==> config.mk <==
export PLATFORM = sky130hd
export DESIGN_NAME = adaptive_time_step_select_core_flat
export DESIGN_NICKNAME = d
export VERILOG_FILES = /design/src/atss_pkg.sv /design/src/atss_in_if.sv /design/src/atss_out_if.sv /design/src/atss_front.sv /design/src/atss_div_cell.sv /design/src/atss_back.sv /design/src/adaptive_time_step_select_core.sv /design/src/flat_wrapper.sv
export VERILOG_INCLUDE_DIRS = /design/src /design/src/src
export SDC_FILE = /design/constraint.sdc
export NUM_CORES = 2
export LEC_CHECK = 0
export BUFFER_PORTS_ARGS = -buffer_cell sky130_fd_sc_hd__buf_2
export CORE_MARGIN = 3
export CORE_UTILIZATION = 60
export CTS_BUF_LIST = sky130_fd_sc_hd__clkbuf_8
export DETAILED_ROUTE_END_ITERATION = 7
export PLACE_DENSITY = 0.76
export SLEW_MARGIN = 20
export SYNTH_ARGS = -nofsm -noshare
export SYNTH_HDL_FRONTEND = slang
export SYNTH_SLANG_ARGS = --single-unit
==> constraint.sdc <==
create_clock -name clk -period 17.37 [get_ports clk]
set_input_delay 0.8685 -clock clk [delete_from_list [all_inputs] [get_ports clk]]
set_output_delay 0.8685 -clock clk [all_outputs]
set_load 0.005 [all_outputs]
==> src/assert_macros.svh <==
// assertion macros used by the top-level rtl file of the time step selector
`ifndef ASSERT_MACROS_SVH
`define ASSERT_MACROS_SVH

// same-cycle implication, sampled on clk, off while rst_n is low
`define ASSERT_NOW(label, cond, prop) \
    label: assert property (@(posedge clk) disable iff (!rst_n) (cond) |-> (prop)) \
        else $error("assertion failed: same-cycle check");

// next-cycle implication, sampled on clk, off while rst_n is low
`define ASSERT_NEXT(label, cond, prop) \
    label: assert property (@(posedge clk) disable iff (!rst_n) (cond) |=> (prop)) \
        else $error("assertion failed: next-cycle check");

`endif

==> src/atss_pkg.sv <==
// package with types, constants and register codes of the time step selector
`timescale 1ns / 1ps
`default_nettype none

package atss_pkg;

    localparam int DIST_W = 24;
    localparam int RATE_W = 16;
    localparam int STEP_W = 16;
    localparam int THR_W  = 24;
    localparam int NUM_W  = DIST_W + STEP_W;
    localparam int QUOT_W = STEP_W;
    localparam int CFG_IDX_W  = 3;
    localparam int CFG_DATA_W = 24;

    localparam logic [CFG_IDX_W-1:0] CFG_DYNAMIC_ENABLE  = 3'd0;
    localparam logic [CFG_IDX_W-1:0] CFG_COARSE_STEP     = 3'd1;
    localparam logic [CFG_IDX_W-1:0] CFG_STEP_FLOOR      = 3'd2;
    localparam logic [CFG_IDX_W-1:0] CFG_MAX_STEP        = 3'd3;
    localparam logic [CFG_IDX_W-1:0] CFG_CLOSE_THRESHOLD = 3'd4;

    localparam logic              RST_DYNAMIC_ENABLE  = 1'b1;
    localparam logic [STEP_W-1:0] RST_COARSE_STEP     = 16'd960;
    localparam logic [STEP_W-1:0] RST_STEP_FLOOR      = 16'd16;
    localparam logic [STEP_W-1:0] RST_MAX_STEP        = 16'd960;
    localparam logic [THR_W-1:0]  RST_CLOSE_THRESHOLD = 24'd2560;

    // 0.01 km/s in 1/1024 km/s, first rate strictly above it
    localparam logic signed [RATE_W-1:0] FAST_RATE = 16'sd11;

    typedef enum logic [1:0] {
        BR_COARSE  = 2'd0,
        BR_MAX     = 2'd1,
        BR_CLOSING = 2'd2,
        BR_INTERP  = 2'd3
    } atss_branch_t;

    typedef struct packed {
        logic              dynamic_enable;
        logic [STEP_W-1:0] coarse_step;
        logic [STEP_W-1:0] step_floor;
        logic [STEP_W-1:0] max_step;
        logic [THR_W-1:0]  close_threshold;
    } atss_cfg_t;

    typedef struct packed {
        atss_branch_t branch;
        logic         full;
        logic         sat;
    } atss_side_t;

    typedef struct packed {
        logic [THR_W-1:0]  rem;
        logic [QUOT_W-1:0] nq;
        logic [THR_W-1:0]  divisor;
        atss_side_t        side;
    } atss_div_t;

endpackage

`default_nettype wire

==> src/atss_in_if.sv <==
// request channel carrying distance and closing rate
`timescale 1ns / 1ps
`default_nettype none

interface atss_in_if
    import atss_pkg::*;
();
    logic                     valid;
    logic                     ready;
    logic [DIST_W-1:0]        distance;
    logic signed [RATE_W-1:0] approach_rate;

    modport source (output valid, output distance, output approach_rate, input ready);
    modport sink (input valid, input distance, input approach_rate, output ready);
endinterface

`default_nettype wire

==> src/atss_out_if.sv <==
// result channel carrying the chosen step and branch code
`timescale 1ns / 1ps
`default_nettype none

interface atss_out_if
    import atss_pkg::*;
();
    logic              valid;
    logic              ready;
    logic [STEP_W-1:0] step_size;
    logic [1:0]        branch_taken;

    modport source (output valid, output step_size, output branch_taken, input ready);
    modport sink (input valid, input step_size, input branch_taken, output ready);
endinterface

`default_nettype wire

==> src/atss_front.sv <==
// decode stage: branch choice, dividend and divisor set-up
`timescale 1ns / 1ps
`default_nettype none

module atss_front
    import atss_pkg::*;
(
    input  wire logic      clk,
    input  wire logic      rst_n,
    input  wire atss_cfg_t cfg,
    atss_in_if.sink        query,
    output logic           next_valid,
    input  wire logic      next_ready,
    output atss_div_t      next_data
);

    logic                     valid_reg;
    atss_div_t                data_reg;
    atss_div_t                data_next;
    logic [DIST_W-1:0]        d;
    logic signed [RATE_W-1:0] r;
    logic [THR_W-1:0]         t;
    logic [17:0]              five_r;
    logic [STEP_W-1:0]        diff;
    logic [NUM_W-1:0]         prod;
    logic [NUM_W-1:0]         num;
    logic                     far;
    logic                     not_closing;
    atss_branch_t             branch;

    assign query.ready = !valid_reg || next_ready;

    always_comb
    begin
        d = query.distance;
        r = query.approach_rate;
        t = cfg.close_threshold;
        five_r = {2'b00, r[15:0]} + {r[15:0], 2'b00};
        diff = (cfg.max_step >= cfg.step_floor) ? cfg.max_step - cfg.step_floor
                                                : cfg.step_floor - cfg.max_step;
        prod = NUM_W'(d) * NUM_W'(diff);
        far = {1'b0, d} > {t, 1'b0};
        not_closing = r[RATE_W-1] || (r == '0);
        priority if (!cfg.dynamic_enable)
            branch = BR_COARSE;
        else if (far || not_closing)
            branch = BR_MAX;
        else if ((r >= FAST_RATE) && (d < t))
            branch = BR_CLOSING;
        else
            branch = BR_INTERP;
        num = (branch == BR_CLOSING) ? {11'b0, d, 5'b0} : prod;
        data_next.rem = num[NUM_W-1:QUOT_W];
        data_next.nq = num[QUOT_W-1:0];
        data_next.divisor = (branch == BR_CLOSING) ? {6'b0, five_r} : t;
        data_next.side.branch = branch;
        data_next.side.full = (t == '0) || (d >= t);
        // quotient would need more than 16 bits
        data_next.side.sat = (branch == BR_CLOSING) && ({5'b0, d[23:11]} >= five_r);
    end

    always_ff @(posedge clk or negedge rst_n)
    begin
        if (!rst_n)
        begin
            valid_reg <= 1'b0;
        end
        else if (query.ready)
        begin
            valid_reg <= query.valid;
        end
    end

    always_ff @(posedge clk)
    begin
        if (query.ready && query.valid)
        begin
            data_reg <= data_next;
        end
    end

    assign next_valid = valid_reg;
    assign next_data = data_reg;

endmodule

`default_nettype wire

==> src/atss_div_cell.sv <==
// one restoring-division cell, one quotient bit per cell
`timescale 1ns / 1ps
`default_nettype none

module atss_div_cell
    import atss_pkg::*;
(
    input  wire logic      clk,
    input  wire logic      rst_n,
    input  wire logic      prev_valid,
    output logic           prev_ready,
    input  wire atss_div_t prev_data,
    output logic           next_valid,
    input  wire logic      next_ready,
    output atss_div_t      next_data
);

    logic             valid_reg;
    atss_div_t        data_reg;
    atss_div_t        data_next;
    logic [THR_W:0]   trial;
    logic [THR_W:0]   delta;
    logic             ge;

    assign prev_ready = !valid_reg || next_ready;

    always_comb
    begin
        trial = {prev_data.rem, prev_data.nq[QUOT_W-1]};
        delta = trial - {1'b0, prev_data.divisor};
        ge = trial >= {1'b0, prev_data.divisor};
        data_next = prev_data;
        data_next.rem = ge ? delta[THR_W-1:0] : trial[THR_W-1:0];
        data_next.nq = {prev_data.nq[QUOT_W-2:0], ge};
    end

    always_ff @(posedge clk or negedge rst_n)
    begin
        if (!rst_n)
        begin
            valid_reg <= 1'b0;
        end
        else if (prev_ready)
        begin
            valid_reg <= prev_valid;
        end
    end

    always_ff @(posedge clk)
    begin
        if (prev_ready && prev_valid)
        begin
            data_reg <= data_next;
        end
    end

    assign next_valid = valid_reg;
    assign next_data = data_reg;

endmodule

`default_nettype wire

==> src/atss_back.sv <==
// result stage: clamp, interpolation offset and output register
`timescale 1ns / 1ps
`default_nettype none

module atss_back
    import atss_pkg::*;
(
    input  wire logic      clk,
    input  wire logic      rst_n,
    input  wire atss_cfg_t cfg,
    input  wire logic      prev_valid,
    output logic           prev_ready,
    input  wire atss_div_t prev_data,
    atss_out_if.source     reply
);

    logic              valid_reg;
    logic [STEP_W-1:0] step_reg;
    logic [STEP_W-1:0] step_next;
    atss_branch_t      branch_reg;
    logic [STEP_W-1:0] raw;
    logic [STEP_W-1:0] capped;
    logic [STEP_W-1:0] clamped;
    logic [STEP_W-1:0] interp;
    logic              rem_nz;

    assign prev_ready = !valid_reg || reply.ready;

    always_comb
    begin
        raw = prev_data.side.sat ? '1 : prev_data.nq;
        capped = (raw > cfg.max_step) ? cfg.max_step : raw;
        clamped = (capped < cfg.step_floor) ? cfg.step_floor : capped;
        rem_nz = prev_data.rem != '0;
        // reversed limits round the downward offset up
        if (prev_data.side.full)
            interp = cfg.max_step;
        else if (cfg.max_step >= cfg.step_floor)
            interp = cfg.step_floor + prev_data.nq;
        else
            interp = cfg.step_floor - prev_data.nq - STEP_W'(rem_nz);
        unique case (prev_data.side.branch)
            BR_COARSE:  step_next = cfg.coarse_step;
            BR_MAX:     step_next = cfg.max_step;
            BR_CLOSING: step_next = clamped;
            BR_INTERP:  step_next = interp;
            default:    step_next = cfg.max_step;
        endcase
    end

    always_ff @(posedge clk or negedge rst_n)
    begin
        if (!rst_n)
        begin
            valid_reg <= 1'b0;
        end
        else if (prev_ready)
        begin
            valid_reg <= prev_valid;
        end
    end

    always_ff @(posedge clk)
    begin
        if (prev_ready && prev_valid)
        begin
            step_reg <= step_next;
            branch_reg <= prev_data.side.branch;
        end
    end

    assign reply.valid = valid_reg;
    assign reply.step_size = step_reg;
    assign reply.branch_taken = branch_reg;

endmodule

`default_nettype wire

==> src/adaptive_time_step_select_core.sv <==
// top level of the adaptive time step selector
// One result per request, one request per cycle sustained while results are taken. The
// pipeline holds a decode stage (branch choice, 24x16 dividend product), a row of 16
// division cells that each settle one quotient bit, and the output register.
// Every stage holds its own valid bit and takes a new request whenever it is empty
// or its successor moves, so bubbles close up and requests keep entering while a
// result waits at the output. Configuration registers are read live by the decode
// and output stages and are meant to be written while no request is in flight.
`timescale 1ns / 1ps
`default_nettype none
`include "assert_macros.svh"

module adaptive_time_step_select_core
    import atss_pkg::*;
(
    input  wire logic                  clk,
    input  wire logic                  rst_n,
    input  wire logic                  cfg_we,
    input  wire logic [CFG_IDX_W-1:0]  cfg_index,
    input  wire logic [CFG_DATA_W-1:0] cfg_wdata,
    atss_in_if.sink                    query,
    atss_out_if.source                 reply
);

    atss_cfg_t cfg_reg;
    logic      stage_valid [0:QUOT_W];
    logic      stage_ready [0:QUOT_W];
    atss_div_t stage_data  [0:QUOT_W];

    always_ff @(posedge clk or negedge rst_n)
    begin
        if (!rst_n)
        begin
            cfg_reg.dynamic_enable <= RST_DYNAMIC_ENABLE;
            cfg_reg.coarse_step <= RST_COARSE_STEP;
            cfg_reg.step_floor <= RST_STEP_FLOOR;
            cfg_reg.max_step <= RST_MAX_STEP;
            cfg_reg.close_threshold <= RST_CLOSE_THRESHOLD;
        end
        else if (cfg_we)
        begin
            unique case (cfg_index)
                CFG_DYNAMIC_ENABLE:  cfg_reg.dynamic_enable <= cfg_wdata[0];
                CFG_COARSE_STEP:     cfg_reg.coarse_step <= cfg_wdata[STEP_W-1:0];
                CFG_STEP_FLOOR:      cfg_reg.step_floor <= cfg_wdata[STEP_W-1:0];
                CFG_MAX_STEP:        cfg_reg.max_step <= cfg_wdata[STEP_W-1:0];
                CFG_CLOSE_THRESHOLD: cfg_reg.close_threshold <= cfg_wdata[THR_W-1:0];
                default:             cfg_reg <= cfg_reg;
            endcase
        end
    end

    atss_front u_front (
        .clk        (clk),
        .rst_n      (rst_n),
        .cfg        (cfg_reg),
        .query      (query),
        .next_valid (stage_valid[0]),
        .next_ready (stage_ready[0]),
        .next_data  (stage_data[0])
    );

    for (genvar i = 0; i < QUOT_W; i++)
    begin : g_cell
        atss_div_cell u_cell (
            .clk        (clk),
            .rst_n      (rst_n),
            .prev_valid (stage_valid[i]),
            .prev_ready (stage_ready[i]),
            .prev_data  (stage_data[i]),
            .next_valid (stage_valid[i+1]),
            .next_ready (stage_ready[i+1]),
            .next_data  (stage_data[i+1])
        );
    end

    atss_back u_back (
        .clk        (clk),
        .rst_n      (rst_n),
        .cfg        (cfg_reg),
        .prev_valid (stage_valid[QUOT_W]),
        .prev_ready (stage_ready[QUOT_W]),
        .prev_data  (stage_data[QUOT_W]),
        .reply      (reply)
    );

    `ASSERT_NEXT(a_front_capture, query.valid && query.ready, stage_valid[0])
    `ASSERT_NOW(a_coarse_only_when_off, reply.valid,
        (reply.branch_taken == BR_COARSE) == !cfg_reg.dynamic_enable)
    `ASSERT_NOW(a_closing_floor, reply.valid && (reply.branch_taken == BR_CLOSING),
        reply.step_size >= cfg_reg.step_floor)
    `ASSERT_NOW(a_interp_bounds, reply.valid && (reply.branch_taken == BR_INTERP)
        && (cfg_reg.max_step >= cfg_reg.step_floor),
        (reply.step_size >= cfg_reg.step_floor) && (reply.step_size <= cfg_reg.max_step))

endmodule

`default_nettype wire

==> src/flat_wrapper.sv <==
// flat-port wrapper written by rule: the top's interface ports become plain ports
module adaptive_time_step_select_core_flat import atss_pkg::*;
  (clk, rst_n, cfg_we, cfg_index, cfg_wdata, query_valid, query_distance, query_approach_rate, query_ready, reply_valid, reply_step_size, reply_branch_taken, reply_ready);
  atss_in_if query_i ();
  atss_out_if reply_i ();
  input  wire logic clk;
  input  wire logic rst_n;
  input  wire logic cfg_we;
  input  wire logic [CFG_IDX_W-1:0] cfg_index;
  input  wire logic [CFG_DATA_W-1:0] cfg_wdata;
  input wire logic [$bits(query_i.valid)-1:0] query_valid;
  input wire logic [$bits(query_i.distance)-1:0] query_distance;
  input wire logic [$bits(query_i.approach_rate)-1:0] query_approach_rate;
  output wire logic [$bits(query_i.ready)-1:0] query_ready;
  output wire logic [$bits(reply_i.valid)-1:0] reply_valid;
  output wire logic [$bits(reply_i.step_size)-1:0] reply_step_size;
  output wire logic [$bits(reply_i.branch_taken)-1:0] reply_branch_taken;
  input wire logic [$bits(reply_i.ready)-1:0] reply_ready;
  assign query_i.valid = query_valid;
  assign query_i.distance = query_distance;
  assign query_i.approach_rate = query_approach_rate;
  assign query_ready = query_i.ready;
  assign reply_valid = reply_i.valid;
  assign reply_step_size = reply_i.step_size;
  assign reply_branch_taken = reply_i.branch_taken;
  assign reply_i.ready = reply_ready;
  adaptive_time_step_select_core u_core (.clk(clk), .rst_n(rst_n), .cfg_we(cfg_we), .cfg_index(cfg_index), .cfg_wdata(cfg_wdata), .query(query_i), .reply(reply_i));
endmodule
* Word level (Yosys, flattened, before mapping)
Cells that the tools add are included.
** Word-level totals
- Register bits after elaboration :: 1241
- Bits of input ports :: 72
- Output and inout bits :: 20
- Word-level logic and storage cells :: 281
** Operators by class
- Add/sub/neg operators :: 22
- $mul :: 1
- $lt $le $gt $ge :: 24
- Equality and inequality tests :: 8
- Mux-type cells :: 28
- Reduce and logical (&&, ||, !) cells :: 69
** Operators with widths (count)
- >= comparator 25 x 24 -> 1 bit :: 16
- 2-to-1 mux 24 bit :: 16
- subtractor 24 bit :: 16
- 2-to-1 mux 16 bit :: 6
- one-hot mux 16 bit (4 select lines) :: 1
- subtractor 16 bit :: 3
- multiplier 24 x 16 -> 40 bit :: 1
- 2-to-1 mux 29 bit :: 1
- greater-than comparator 24 x 25 -> 1 bit :: 1
- >= comparator 24 bit :: 1
- zero test 24 bit :: 1
- less-than comparator 24 bit :: 1
- nonzero test 24 bit :: 1
- logical OR 1 bit :: 21
- logical AND 1 bit :: 20
- adder 16 x 18 -> 18 bit :: 1
- >= comparator 13 x 18 -> 1 bit :: 1
- zero test 1 bit :: 18
- 2-to-1 mux 18 bit :: 1
- adder 16 bit :: 1
- >= comparator 16 bit :: 1
- >= comparator 16 x 5 -> 1 bit (second input constant) :: 1
- greater-than comparator 16 bit :: 1
- zero test 16 bit :: 1
- 12 further kinds :: 20

* Longest topological paths before layout
- Word-level depth :: 20
- Depth in mapped cells :: 39
- Depth with buffers taken out :: 37

* By module
Synthesis repeated with hierarchy kept, for this count alone.
** Unflattened totals
- Cells, all modules :: 7933
- Area, all modules :: 89398.2 um2
** By module, submodules not included
- atss_div_cell (u_core.g_cell[0].u_cell ...) :: instances 14, cells each 295, area an instance 3777.4 um2, sequential area each 2067.0 um2
- atss_front :: instances 1, cells each 2381, area an instance 20946.3 um2, sequential area each 2067.0 um2
- atss_back :: instances 1, cells each 565, area an instance 4494.3 um2, sequential area each 565.5 um2
- atss_div_cell (u_core.g_cell[13].u_cell) :: instances 1, cells each 351, area an instance 4075.2 um2, sequential area each 2067.0 um2
- atss_div_cell (u_core.g_cell[12].u_cell) :: instances 1, cells each 347, area an instance 3998.8 um2, sequential area each 2067.0 um2
- adaptive_time_step_select_core :: instances 1, cells each 159, area an instance 3000.4 um2, sequential area each 1841.8 um2

* Worst setup path after synthesis
Ideal clock, no wire load.
- Path type :: register to register
- From :: register u_core.cfg_reg[30] (netlist bit)
- To :: register u_core.u_front.data_reg (netlist bit u_core.u_front.next_data[60]), data pin
- Library setup time :: 0.258 ns
- Arrival time :: 8.736 ns
- Data required time :: 17.112 ns
- Setup slack :: 8.377 ns
- Cell stages (with the launch flop) :: 34
- Path buffers :: 2
- Clock period less this slack :: 8.993 ns
- Cell sequence :: dfstp_2 > inv_1 > ha_1 > buf_2 > and2_4 > nand3_2 > o211a_4 > a211o_2 > nand2_2 > mux2_4 > a221oi_2 > o22ai_2 > xor2_1 > buf_2 > and2_1 > fa_1 > fa_1 > fa_1 > fa_1 > fa_1 > inv_1 > fa_1 > inv_1 > ha_1 > a21o_1 > a211oi_1 > o21ai_0 > a221oi_1 > o21bai_1 > a2111o_1 > o221ai_1 > o21ai_0 > xnor2_1 > nor2_1
** On the way
- Cells in the longest elaborated chain, start to end :: 3
- Elaborated cells between the ends (all ways) :: 5
- Those cells by class :: add/sub: 2; mul: 1; order compare: 1; mux: 1
** Ends and longest elaborated chain
- start, declared :: RTL line adaptive_time_step_select_core.sv:25 : atss_cfg_t cfg_reg;
- start signal, assigned :: RTL line adaptive_time_step_select_core.sv:48 : default: cfg_reg <= cfg_reg;
- subtractor 16 bit (tied with other cells) :: RTL line atss_front.sv:40 : : cfg.step_floor - cfg.max_step;
- 2-to-1 mux 16 bit * :: RTL line atss_front.sv:39 : diff = (cfg.max_step >= cfg.step_floor) ? cfg.max_step - cfg.step_floor
- multiplier 24 x 16 -> 40 bit * :: RTL line atss_front.sv:41 : prod = NUM_W'(d) * NUM_W'(diff);
- end signal, assigned :: RTL line atss_front.sv:78 : data_reg <= data_next;
- end, declared :: RTL line atss_front.sv:18 : atss_div_t data_reg;
Every way passes the cells marked *; elsewhere a longest branch is shown, timed or not.
A chain may end at the register's enable or synchronous reset.

* Final worst setup path
- From :: register u_core.cfg_reg[24] (netlist bit)
- To :: register u_core.u_front.data_reg (netlist bit u_core.u_front.next_data[60]), data pin
The elaborated chain is that of the path after synthesis.

==> summary.md <==
| Metric | Value |
|---|---|
| H-tree levels | 4 |
| WP data required | about 18 ns |
| Syn nets | between 8000 and 9000 |
| Io pins | about 90 |
| Routed wire per std cell | 19.4 um |
| Hold depth | 3 |
| Critical Path Sink Type | flop |
| Worst hold path type | input port to flop |
| Clk_skew | between 0.05 and 0.06 ns |
| Starting DRT DRC Count | between 3000 and 4000 |
| Multiplexer area fraction after synthesis | between 4 and 5% |
| Arrival @ worst endpoint | 11.27 ns |
| Flop2flop setup slack | roughly 6.7 ns |
| Worst reg2reg endpoint | u_core.u_front.next_data[60]$_SDFFCE_PP0P_ |
| DRC | 0 |
| Antenna violations before repair | 6 |
| Fill count | 10000 |
| Post-synthesis cell count | around 7200 |
| Die Y | between 300 and 400 um |
| Ys async rst share | between 7 and 8% |
| Ratio of final minimum period to clock period | between 60% and 70% |
| Critical path launch point type | flop |
| Minimum clock period after layout | between 10 and 15 ns |
| Worst Hold Launch | cfg_wdata[20] |
| Overall routed net length | approximately 180000 um |
| Hold-critical path endpoint | u_core.cfg_reg[20]$_DFFE_PN0P_ |
| Number of synthesized flops with an enable pin | 1150 |
| Synth Area in Adders | between 10% and 20% |
| Total GRT Usage | between 20% and 30% |
| Post-DRT Antenna Nets | 0 |
| Largest area contributor in the netlist | edfxtp_1 |
| Vias in the first global route | approximately 55000 |
| Register area share after synthesis | 45.8% |
| Synth top area share | between 40% and 50% |
| Largest net degree at the start of global routing | between 60 and 70 |
| Largest family of logic cells by synthesized area | adder cells |
| Slew headroom | between 20% and 30% |
| Worst slew pin tran | ~1.1 ns |
| Cts bufs inserted | ~200 |
| RSZ-0062 raised after global routing | no |
| First-pass detailed-route iteration total | 7 |
| Unique cell type count in the Yosys netlist | 99 |
| CTS tree | done |
| Setup CP Type | flop to flop |
| Max_cap viols | 0 |
| Routed vias | 54600 |
| Die Width | 372 um |
| Layout area overhead | 8.11% |
| Status | finished clean |
| Final-stage net count | roughly 8500 |
| Share of cells above drive strength 1 | a little over a tenth |
| Setup WS pre-CTS | 6.89 ns |
| Layout Cells excl Fill | about 9400 |
| Clock-pin slew of the registers on the worst-case setup and hold paths | approximately 0.06 ns |
| PortBufs | 91 |
| DP HPWL | 138000 um |
| Ys flop type | edfxtp_1 |
| Final setup violation count | 0 |
| Worst Setup Slack, final | around 6.7 ns |
| Fmax | 94.0 MHz |
| # rows | roughly 130 |
| Depth of the most critical reg-to-reg path | 31 |
| Largest register FFs | ~1100 |
| Core area | between 0.1 and 0.15 mm2 |
| CP Max Fanout | 25 |
| Xor/xnor cell area share of the yosys netlist | ~4.3% |
| First-pass GRT wire length | between 200000 and 300000 um |
| Count of pins over their slew limit | 0 |
| Slowest Stage Delay on Critical Path | around 0.94 ns |
| Mean Syn Cell Area | 11.1 um2 |
| Final setup TNS | 0 ns |
| Placed instance count | about 9000 |
| Clk_lat worst skew | about 0.9 ns |
| Clk buf depth | 3 |
| Most numerous cell on the critical path | fa_1 |
| Synth Area in Simple Gates | roughly a tenth |
| R2R Path Start | u_core.cfg_reg[24]$_DFFE_PN0P_ |
| GRT overflow | 0 |
| Design area | approximately 0.087 mm2 |
| Synth Area in Compound Gates | approximately 11% |
| Placed cell areas | approximately 0.083 mm2 |
| Root buf cell | clkbuf_8 |
| Yosys warning count | 0 |
| Fin. Hold Viols | 0 |
| Gpl congestion | around 0.95 |
| Die Area | 0.138 mm2 |
| Routed vias/inst | 5.84 |
| Starting density of the core | between 60% and 70% |
| Post-synthesis register bit count | 1241 |
| Synth area leaders | edfxtp_1 43%, ha_1 11%, fa_1 8.2% |
| CP max stage cell | ha_1 |
| Syn Std Cell Area | 0.0804 mm2 |
| Clk sinks | 1241 |
==> cell families after synthesis <==
group	after synthesis
AOI/OAI and AO/OA	1436
xor gates and xnor gates	393
adders and majority gates	1003
buffers and inverters	1143
DFF	1241
muxes	303
and+or+nand+nor	1718
==> layer usage <==
layer	vias up	wire length, um	GRT usage, %
met5	-	0	0
met4	0	7310	11.2
met2	1692	87900	44.8
met3	411	11900	5.17
li1	25800	-	-
met1	26600	74600	33.4
==> area by class of cell <==
class / instances / area, um2 / area share (%)
clock buffers: 204 / 2810 / 3.23
flip-flops and latches: 1241 / 36800 / 42.4
clock inverters: 169 / 1200 / 1.38
multi-input cells: 4853 / 39400 / 45.3
well taps: 1755 / 2200 / 2.53
repair buffers: 144 / 858 / 0.987
diodes: 7 / 17.5 / 0.0201
inverters: 977 / 3670 / 4.22
==> Yosys cell counts (12+ instances only) <==
cell	n
a21oi_1	459
and4_1	13
nor2_1	368
and3_1	32
a211o_1	13
a221oi_1	14
nand2b_1	92
o21a_1	73
or3_1	38
o211ai_1	22
a21boi_0	13
fa_1	328
ha_1	675
a31oi_1	34
nand3_1	96
o21bai_1	50
o31ai_1	18
nand2_1	573
o31a_1	13
nor3_1	98
a211oi_1	58
nand4_1	62
inv_1	976
buf_2	41
xnor2_1	275
dfstp_2	12
a2111oi_0	15
nor2b_1	68
dfrtp_1	79
xor2_1	116
mux2_2	238
edfxtp_1	1150
o2111ai_1	19
mux2i_1	46
and2_1	178
nor4_1	34
o21ai_0	324
a41oi_1	16
a21o_1	174
or2_2	36
clkbuf_1	105
==> worst max path at each step <==
stage	start	end	cells after the start
final	u_core.cfg_reg[24]$_DFFE_PN0P_	u_core.u_front.next_data[60]$_SDFFCE_PP0P_	31
after global routing	u_core.cfg_reg[24]$_DFFE_PN0P_	u_core.u_front.next_data[60]$_SDFFCE_PP0P_	31
after CTS	u_core.cfg_reg[24]$_DFFE_PN0P_	u_core.u_front.next_data[60]$_SDFFCE_PP0P_	31
after detailed placement	u_core.cfg_reg[24]$_DFFE_PN0P_	u_core.u_front.next_data[60]$_SDFFCE_PP0P_	31
after global placement	u_core.cfg_reg[24]$_DFFE_PN0P_	u_core.u_front.next_data[60]$_SDFFCE_PP0P_	31
after floorplan	u_core.cfg_reg[30]$_DFFE_PN1P_	u_core.u_front.next_data[60]$_SDFFCE_PP0P_	33
==> critical path: cells and delay by family (launching register included) <==
kind	cells	cell delay (ns)
buffers and inverters	4	0.47
AO/OA/AOI/OAI	12	3.58
adder cells (fa/ha/maj)	8	4.37
AND/OR/NAND/NOR	4	0.83
XOR/XNOR	2	0.30
flip-flops	1	0.43
multiplexers	1	0.35
==> what timing repair did <==
| action | 4_1_cts | 5_1_grt |
|---|---|---|
| buffers inserted | 0 | 0 |
| endpoints found under the setup margin | 0 | 0 |
| hold endpoints to repair | 29 | 0 |
| hold buffers | 1 | 0 |
| gates resized for setup | 0 | 0 |
==> per-stage QoR <==
stage	utilization, %	hold slack (ns)
after global routing	65.7	0.182
final	65.7	0.229
after floorplan	-	0.400
after detailed placement	62.7	0.405
after CTS	65.7	0.125
after global placement	62.7	0.400
==> placed cells by master, fill, tap and decap left out, types with 174 or more instances in the layout <==
| cell type | synthesis | final |
|---|---|---|
| ha_1 | 675 | 675 |
| a21o_1 | 174 | 174 |
| edfxtp_1 | 1150 | 1150 |
| clkbuf_8 | 0 | 204 |
| xnor2_1 | 275 | 266 |
| mux2_2 | 238 | 238 |
| nand2_1 | 573 | 572 |
| a21oi_1 | 459 | 459 |
| fa_1 | 328 | 328 |
| nor2_1 | 368 | 366 |
| inv_1 | 976 | 1011 |
| o21ai_0 | 324 | 324 |
Power is not shown: default switching activity piles up to over one toggle a cycle in this logic, so the estimate is an artifact.
